$ cat src/cwg_div.sv
// cwg_div: pipelined restoring divider, one quotient bit per stage
// divides by an 8-bit divisor, carries a sideband word alongside; uses no package
module cwg_div #(
    parameter int DW = 17,
    parameter int SW = 1
) (
    input  logic          i_clk,
    input  logic          i_rst_n,
    input  logic          i_en,
    input  logic          i_valid,
    input  logic [DW-1:0] i_num,
    input  logic [7:0]    i_den,
    input  logic [SW-1:0] i_side,
    output logic          o_valid,
    output logic [DW-1:0] o_quo,
    output logic [SW-1:0] o_side
);

    logic [DW-1:0] r_q    [DW];
    logic [7:0]    r_rem  [DW];
    logic [7:0]    r_den  [DW];
    logic [SW-1:0] r_side [DW];
    logic          r_vld  [DW];

    for (genvar k = 0; k < DW; k++) begin : g_stage
        logic [DW-1:0] w_q;
        logic [7:0]    w_rem;
        logic [7:0]    w_den;
        logic [SW-1:0] w_side;
        logic          w_vld;
        logic [8:0]    w_trial;
        logic          w_ge;
        logic [DW-1:0] n_q;
        logic [7:0]    n_rem;

        if (k == 0) begin : g_first
            assign w_q    = i_num;
            assign w_rem  = 8'd0;
            assign w_den  = i_den;
            assign w_side = i_side;
            assign w_vld  = i_valid;
        end else begin : g_next
            assign w_q    = r_q[k-1];
            assign w_rem  = r_rem[k-1];
            assign w_den  = r_den[k-1];
            assign w_side = r_side[k-1];
            assign w_vld  = r_vld[k-1];
        end

        always_comb begin
            w_trial = {w_rem, w_q[DW-1]};
            w_ge    = (w_trial >= {1'b0, w_den});
            n_rem   = w_ge ? 8'(w_trial - {1'b0, w_den}) : w_trial[7:0];
            n_q     = {w_q[DW-2:0], w_ge};
        end

        always_ff @(posedge i_clk) begin
            if (!i_rst_n) begin
                r_vld[k] <= 1'b0;
            end else if (i_en) begin
                r_vld[k] <= w_vld;
            end
            if (i_en) begin
                r_q[k]    <= n_q;
                r_rem[k]  <= n_rem;
                r_den[k]  <= w_den;
                r_side[k] <= w_side;
            end
        end
    end

    assign o_valid = r_vld[DW-1];
    assign o_quo   = r_q[DW-1];
    assign o_side  = r_side[DW-1];

endmodule
$ cat config.mk
export PLATFORM = sky130hd
export DESIGN_NAME = cwg_div
export DESIGN_NICKNAME = d
export VERILOG_FILES = /design/src/cwg_div.sv
export SDC_FILE = /design/constraint.sdc
export NUM_CORES = 1
export LEC_CHECK = 0
export ABC_AREA = 0
export BUFFER_PORTS_ARGS = -buffer_cell sky130_fd_sc_hd__buf_2
export CORE_MARGIN = 1.5
export CORE_UTILIZATION = 50
export CTS_CLUSTER_DIAMETER = 50
export CTS_CLUSTER_SIZE = 14
export DETAILED_ROUTE_END_ITERATION = 7
export PLACE_DENSITY = 0.69
export SETUP_SLACK_MARGIN = 0.15
export SYNTH_ARGS = -nofsm -noshare
export SYNTH_HDL_FRONTEND = slang
export SYNTH_SLANG_ARGS = --single-unit
$ cat constraint.sdc
create_clock -name i_clk -period 2.7 [get_ports i_clk]
set_clock_uncertainty 0.15 [all_clocks]
set_input_delay 0.405 -clock i_clk [delete_from_list [all_inputs] [get_ports i_clk]]
set_output_delay 0.405 -clock i_clk [all_outputs]
set_load 0.01 [all_outputs]
[Word level (Yosys, flattened, before mapping)]
Memories as Yosys holds them, arrays and structs flattened.
Index checks and enable logic that the tools add are counted.
Storage, ports and cells
  register bits: 0
  memory bits (writable): 595
  bits of input ports: 30
  output and inout bits: 19
  word-level logic and storage cells: 95
  memories kept: 5
Memory list
  r_q: words 17, bits a word 17, read ports 17, clocked after Yosys merged registers in 0, wr ports 17, RTL line 19  | logic [DW-1:0] r_q [DW];
  r_den: words 17, bits a word 8, read ports 16, clocked after Yosys merged registers in 0, wr ports 17, RTL line 21  | logic [7:0] r_den [DW];
  r_rem: words 17, bits a word 8, read ports 16, clocked after Yosys merged registers in 0, wr ports 17, RTL line 20  | logic [7:0] r_rem [DW];
  r_side: words 17, bits a word 1, read ports 17, clocked after Yosys merged registers in 0, wr ports 17, RTL line 22  | logic [SW-1:0] r_side [DW];
  r_vld: words 17, bits a word 1, read ports 17, clocked after Yosys merged registers in 0, wr ports 17, RTL line 23  | logic r_vld [DW];
Cells by class
  add/sub/neg operators: 17
  order comparisons: 17
  mux-type cells: 39
  bitwise logic cells: 17
Operators with widths (count)
  9-bit by 8-bit >= comparator with 1-bit output: 16
  8-bit 2-to-1 mux: 17
  8-bit subtractor: 16
  1-bit 2-to-1 mux: 22
  1-bit bitwise OR: 17
  1-bit by 8-bit >= comparator with 1-bit output: 1
  1-bit by 8-bit subtractor with 8-bit output: 1

[Logic depth before layout (Yosys ltp)]
Gate-level depths: netlist of run 1.
  depth in word-level cells: 4
  gate-level depth with buffers: 8
  depth with buffers taken out: 8

[Least setup slack after synthesis of run 1]
No wires, ideal clock.
  path kind: register -> register
  from: memory r_rem[9][2], in the netlist r_rem[0][74]
  to: memory r_rem[10][2], in the netlist r_rem[0][82] (data pin)
  library setup time: 0.260 ns
  data arrival time: 1.911 ns
  required time: 2.290 ns
  path slack: 0.379 ns
  stages on the path, launching flop included: 7
  path buffers: 0
  period minus slack after synthesis: 2.321 ns
  path through: edfxtp_1 ha_1 a21o_1 a21oi_1 o21ai_1 a41oi_4 mux2_2
RTL lines (RTL line)
  start, declared: 20

==> results of run 1 <==
logic make-up (layout without fill, tap and decap cells):
group	after synthesis	in the layout	synth area share
xor+xnor	45	45	0.0160
simple gates	294	294	0.0620
buf+inv	186	380	0.0289
fa+ha+maj	145	145	0.0781
mux	31	31	0.0136
compound gates	363	363	0.0968
flops	579	579	0.705
Yosys cell counts (all sizes together), types with 13 or more instances:
cell    number  area, µm²
and3        17        106
xor2        25        219
nand2b      29        181
a21boi      13       97.6
ha         130       1630
o21ai      134        671
a21o        17        128
mux2        20        225
a211oi      17        128
nor3        16       80.1
fa          15        300
inv        169        634
edfxtp     578      17400
nand2      109        409
nor2        28        105
nor2b       19        119
o31ai       23        173
and2        22        139
xnor2       20        175
a21oi       76        384
o21a        28        210
timing repair:
item | CTS | global route
setup endpoints to repair | 4 | 38
hold buffers | 28 | 0
gates resized for setup | 0 | 6
buffers inserted | 0 | 13
hold endpoints to repair | 32 | 0
pin swaps | 2 | 7
worst register-to-register path: stages (launching register included):
cell and delay, ns:
edfxtp_1 0.50, ha_1 0.38, nand2b_1 0.16, a21oi_1 0.16
o21ai_1 0.11, a41oi_4 0.37, mux2_2 0.39
per-layer routing:
metal	vias up	GRT usage	part of all wire
met5	-	0	0
li1	6466	-	-
met3	82	0.0310	0.039
met1	6232	0.200	0.45
met4	0	0.0537	0.028
met2	204	0.258	0.48
area by class of cell:
class / count / area (µm²)
inverter: 169 / 634
tap: 664 / 831
multi-input combinational: 878 / 6600
sequential: 579 / 17400
timing repair buffer: 118 / 896
clock inverter: 26 / 297
fill: 3798 / 20700
clock buffer: 67 / 1520
flip-flops by register name (all words and copies together), names as in the netlist:
signal and count:
r_den 128, r_q 289, r_side 17, r_vld 17
r_rem 128
power groups by stage:
stage          registers (W)  logic, W  clock network (W)
4_1_cts               0.0125   0.00700            0.00792
3_5_place_dp          0.0126   0.00690                  0
2_1_floorplan         0.0124   0.00529                  0
3_3_place_gp          0.0126   0.00669                  0
5_1_grt               0.0126   0.00812            0.00823
6_report              0.0125   0.00722            0.00766
stage by stage:
stage | setup WS, ns | cell area [µm²] | total power (W) | std cells | hold slack, ns
final | 0.244 | 28200 | 0.0273 | 2501 | 0.119
after global routing | 0.131 | 28200 | 0.0290 | 2501 | 0.0939
after CTS | 0.165 | 28000 | 0.0274 | 2488 | 0.0730
after detailed placement | 0.172 | 25900 | 0.0195 | 2367 | 0.255
after global placement | 0.238 | 25900 | 0.0193 | 2367 | 0.250
after floorplan | 0.379 | 24700 | 0.0177 | 1643 | 0.250
final timing paths:
kind | from | to | slack [ns] | depth (start not counted)
worst min-delay path | i_en | r_q[0][95]$_DFFE_PP_ | 0.12 | 1
worst max-delay path | r_den[0][56]$_DFFE_PP_ | r_rem[0][67]$_DFFE_PP_ | 0.24 | 6
worst min register to register | r_q[0][166]$_DFFE_PP_ | r_q[0][184]$_DFFE_PP_ | 0.25 | 0
worst max register to register | r_den[0][56]$_DFFE_PP_ | r_rem[0][67]$_DFFE_PP_ | 0.24 | 6
==> impl_metrics.csv, run 1 <==
group,metric,value,unit
setup_path,path_delay_family,"compound AO/OA/AOI/OAI gates",
grt,grt_overflow,0,
clocking,path_clk_slew,0.06,ns
pwr,p_per_area,971,nW/µm²
synthesis,syn_avg_cell_area,15.0,µm²
place,portBuffers,48,
detailed_routing,finalWirelength,37900,µm
setup_path,slowest_stage,"edfxtp_1",
pwr,netSwitchingFraction,0.289,
clocking,root_buffer,"clkbuf_16",
min_path,hold_path.class,"input pin to flip-flop",
cells_and_area,utilization,0.576,
synthesis,netlist_area,24700,µm²
synthesis,synth_fp_nets,1818,
cells_and_area,layout.nets,1979,
floorplan,initial_core_util,0.505,
synthesis,synthFlopType,"edfxtp_1",
floorplan,num_rows,81,
clocking,cts.path.max_buffers,3,
clocking,htreeDepth,2,
synthesis,synthDistinctLibCells,53,
grt,gr-usage-all-layers,0.154,
setup_path,cp_data_required_time,2.90,ns
grt,antenna_found_initial,0,
cells_and_area,syn2layout_area_growth,14.2,%
timing,slew_headroom,0.514,
timing,fmax,0.407,GHz
pwr,seqPwrFrac,0.456,
timing,grt_setup_unrepaired,"false",
detailed_routing,vias_per_cell,5.19,
detailed_routing,ant_nets,0,
pwr,p_comb_frac,0.264,
detailed_routing,wl_per_cell,15.1,µm
clocking,worstSkewPairLatency,0.60,ns
synthesis,ys_seq_area_frac,0.705,
pwr,ir_worst_vdd,640,µV
place,place_hpwl,24800,µm
timing,post-route-period-util,0.910,
synthesis,synth-edff-count,578,
cells_and_area,final_layout_size_suffix_gt1_frac,0.132,
detailed_routing,vias,12984,
cells_and_area,insertedDiodeCount,0,
timing,hold_violations,0,
timing,report.final.slew_viol_count,0,
synthesis,ys.warnings.count,0,
detailed_routing,drt_iter0_drc,961,
setup_path,crit_fanout,8,
synthesis,synthCells,1643,
detailed_routing,drt_first_pass_iters,5,
timing,tns,0,ns
setup_path,arrival,2.65,ns
timing,tightest_slew,0.730,ns
clocking,cts_sinks,579,
pwr,p_int,0.0194,W
floorplan,core_area,48800,µm²
pwr,p_leak,10.7,nW
cells_and_area,mostFrequentLayoutCell,"edfxtp_1",
floorplan,die_h,225,µm
clocking,cts_buffers,58,
setup_path,cp-end-kind,"flip-flop",
setup_path,worstSetupStartpointType,"flip-flop",
floorplan,ios,49,
floorplan,dieWidth,225,µm
pwr,clock_power_share,0.280,
synthesis,async_flop_share,0,
place,gp_congestion,0.845,
setup_path,max_stage_delay,0.50,ns
detailed_routing,drcViolationCount,0,
cells_and_area,layout_common_cells,"edfxtp_1, inv_1, o21ai_0, ha_1, nand2_1",
pwr,power.switching,0.00790,W
grt,first_global_vias,13061,
synthesis,synth_seq_cells,579,
clocking,cts_tree,"yes",
status,status,"completed",
setup_path,critPathKind,"flip-flop to flip-flop",
floorplan,dieArea,50700,µm²
run,maxCapViolCount,0,
setup_path,path_cells,"ha_1 > nand2b_1 > a21oi_1 > o21ai_1 > a41oi_4 > mux2_2",
grt,grt_first_pass_wirelength,63000,µm
setup_path,path_buf_inv,0,
grt,grt_max_degree,95,
timing,finalSetupViolations,0,
timing,fin_crit,2.46,ns
Power figures use the tool's default switching activity.
==> run 2, diff against run 1 <==
clock period = 3.2 ns   (was 2.7 ns; I/O delays follow)
==> impl_metrics.csv, run 2 (same netlist as run 1, synthesis figures left out) <==
group,metric,value,unit
place,portBuffers,48,
detailed_routing,drcViolationCount,0,
cells_and_area,final_layout_size_suffix_gt1_frac,0.109,
floorplan,dieWidth,225,µm
timing,post-route-period-util,0.816,
grt,antenna_found_initial,0,
timing,slew_headroom,0.508,
setup_path,worstSetupStartpointType,"flip-flop",
detailed_routing,drt_iter0_drc,825,
clocking,cts.path.max_buffers,3,
pwr,p_int,0.0158,W
clocking,cts_hold_buf,25,
floorplan,num_rows,81,
pwr,p_per_area,800,nW/µm²
timing,fin_crit,2.61,ns
detailed_routing,finalWirelength,37700,µm
clocking,post_cts_buffers,0,
detailed_routing,drt_first_pass_iters,5,
run,maxCapViolCount,0,
clocking,cts_buffers,52,
floorplan,die_h,225,µm
min_path,hold_depth,2,
timing,finalSetupViolations,0,
timing,tightest_slew,0.737,ns
pwr,p_leak,10.5,nW
pwr,clock_power_share,0.261,
clocking,cts_tree,"yes",
setup_path,regToRegSetupSlack,0.59,ns
grt,first_global_vias,12641,
pwr,netSwitchingFraction,0.287,
setup_path,worstReg2RegEnd,"r_rem[0][52]$_DFFE_PP_",
detailed_routing,vias_per_cell,5.22,
clocking,cts_sinks,579,
setup_path,r2r_start,"r_rem[0][42]$_DFFE_PP_",
clocking,path_clk_slew,0.07,ns
place,place_area,25900,µm²
clocking,htreeDepth,2,
cells_and_area,utilization,0.566,
detailed_routing,wl_per_cell,15.3,µm
place,place_hpwl,24900,µm
pwr,power.switching,0.00634,W
clocking,root_buffer,"clkbuf_16",
grt,grt_overflow,0,
status,status,"completed",
min_path,hold_path.class,"input pin to flip-flop",
floorplan,ios,49,
cells_and_area,syn2layout_area_growth,12.1,%
pwr,p_comb_frac,0.264,
cells_and_area,top_regs,"r_q (289), r_den (128), r_rem (128)",
grt,grt_max_degree,99,
detailed_routing,ant_nets,0,
cells_and_area,top_register,"r_q",
cells_and_area,insertedDiodeCount,0,
timing,grt_setup_unrepaired,"false",
pwr,ir_worst_vdd,435,µV
clocking,worstSkewPairLatency,0.58,ns
timing,fmax,0.383,GHz
grt,gr-usage-all-layers,0.152,
pwr,seqPwrFrac,0.475,
floorplan,dieArea,50700,µm²
floorplan,core_area,48800,µm²
timing,report.final.slew_viol_count,0,
setup_path,critPathKind,"flip-flop to flip-flop",
min_path,min-delay-start,"i_valid",
timing,tns,0,ns
place,gp_congestion,0.830,
cells_and_area,mostFrequentLayoutCell,"edfxtp_1",
detailed_routing,vias,12821,
setup_path,arrival,2.78,ns
floorplan,initial_core_util,0.505,
grt,grt_first_pass_wirelength,62000,µm
place,dp_cells,2358,
cells_and_area,largest_register_ffs,289,
min_path,hold_end,"r_vld[0]$_DFFE_PP_",
clocking,cts-resized-gates,0,
cells_and_area,stdcell_area,27600,µm²
cells_and_area,layout.nets,1948,
timing,hold_violations,0,
setup_path,crit_fanout,8,
cells_and_area,fin_cells,2458,
cells_and_area,layout_common_cells,"edfxtp_1, inv_1, o21ai_0, ha_1, nand2_1",
setup_path,cp_data_required_time,3.37,ns
setup_path,cp-end-kind,"flip-flop",
setup_path,worstRegToRegCells,6,
[run 2: cell count changes in the layout (fill, tap and decap cells not counted), moves of 4 or more]
cell and delta:
clkinvlp_4 -4, buf_4 -22, inv_8 -4, clkinv_1 +7, clkbuf_16 -6
[run 2: worst max-delay path by stage]
| stage | from | endpoint | slack, ns | depth (start not counted) |
|---|---|---|---|---|
| finish | r_rem[0][42]$_DFFE_PP_ | r_rem[0][52]$_DFFE_PP_ | 0.59 | 6 |
| floorplan | r_rem[0][74]$_DFFE_PP_ | r_rem[0][82]$_DFFE_PP_ | 0.88 | 6 |
| global route | r_rem[0][37]$_DFFE_PP_ | r_rem[0][47]$_DFFE_PP_ | 0.42 | 6 |
| detailed placement | r_den[0][43]$_DFFE_PP_ | r_rem[0][50]$_DFFE_PP_ | 0.64 | 7 |
| global placement | r_den[0][43]$_DFFE_PP_ | r_rem[0][50]$_DFFE_PP_ | 0.70 | 7 |
| CTS | r_rem[0][50]$_DFFE_PP_ | r_rem[0][61]$_DFFE_PP_ | 0.61 | 6 |
[run 2: final cells by class]
type	instances	area [µm²]
Clock inverter	18	179
Sequential cell	579	17400
Inverter	169	634
Timing Repair Buffer	93	701
Clock buffer	57	1340
Fill cell	3858	21200
Tap cell	664	831
Multi-Input combinational cell	878	6570
[run 2: stage by stage]
step	power [W]	worst slack (ns)	hold slack [ns]
final	0.0221	0.589	0.0662
after global routing	0.0235	0.417	0.0429
after CTS	0.0223	0.613	0.0207
after detailed placement	0.0164	0.640	0.255
after global placement	0.0162	0.696	0.250
after floorplan	0.0149	0.879	0.250
[run 2: worst max-delay path, cell delays in order (launching register included)]
cell and delay (ns):
edfxtp_1 0.41, ha_1 0.38, a21o_1 0.18, a21oi_1 0.18, o21ai_0 0.18, a21oi_2 0.45
mux2_2 0.42
[run 2: metal layers]
layer / up-vias / track usage / wire, µm
met5: - / 0 / 0
met1: 6144 / 0.203 / 17300
met4: 0 / 0.0500 / 930
met2: 208 / 0.251 / 17900
li1: 6400 / - / -
met3: 69 / 0.0319 / 1550
[run 2: power groups by stage]
stage / logic, W / clock network, W / registers, W
6_report: 0.00584 / 0.00576 / 0.0105
3_5_place_dp: 0.00577 / 0 / 0.0107
2_1_floorplan: 0.00447 / 0 / 0.0104
3_3_place_gp: 0.00557 / 0 / 0.0106
5_1_grt: 0.00659 / 0.00625 / 0.0106
4_1_cts: 0.00584 / 0.00599 / 0.0105
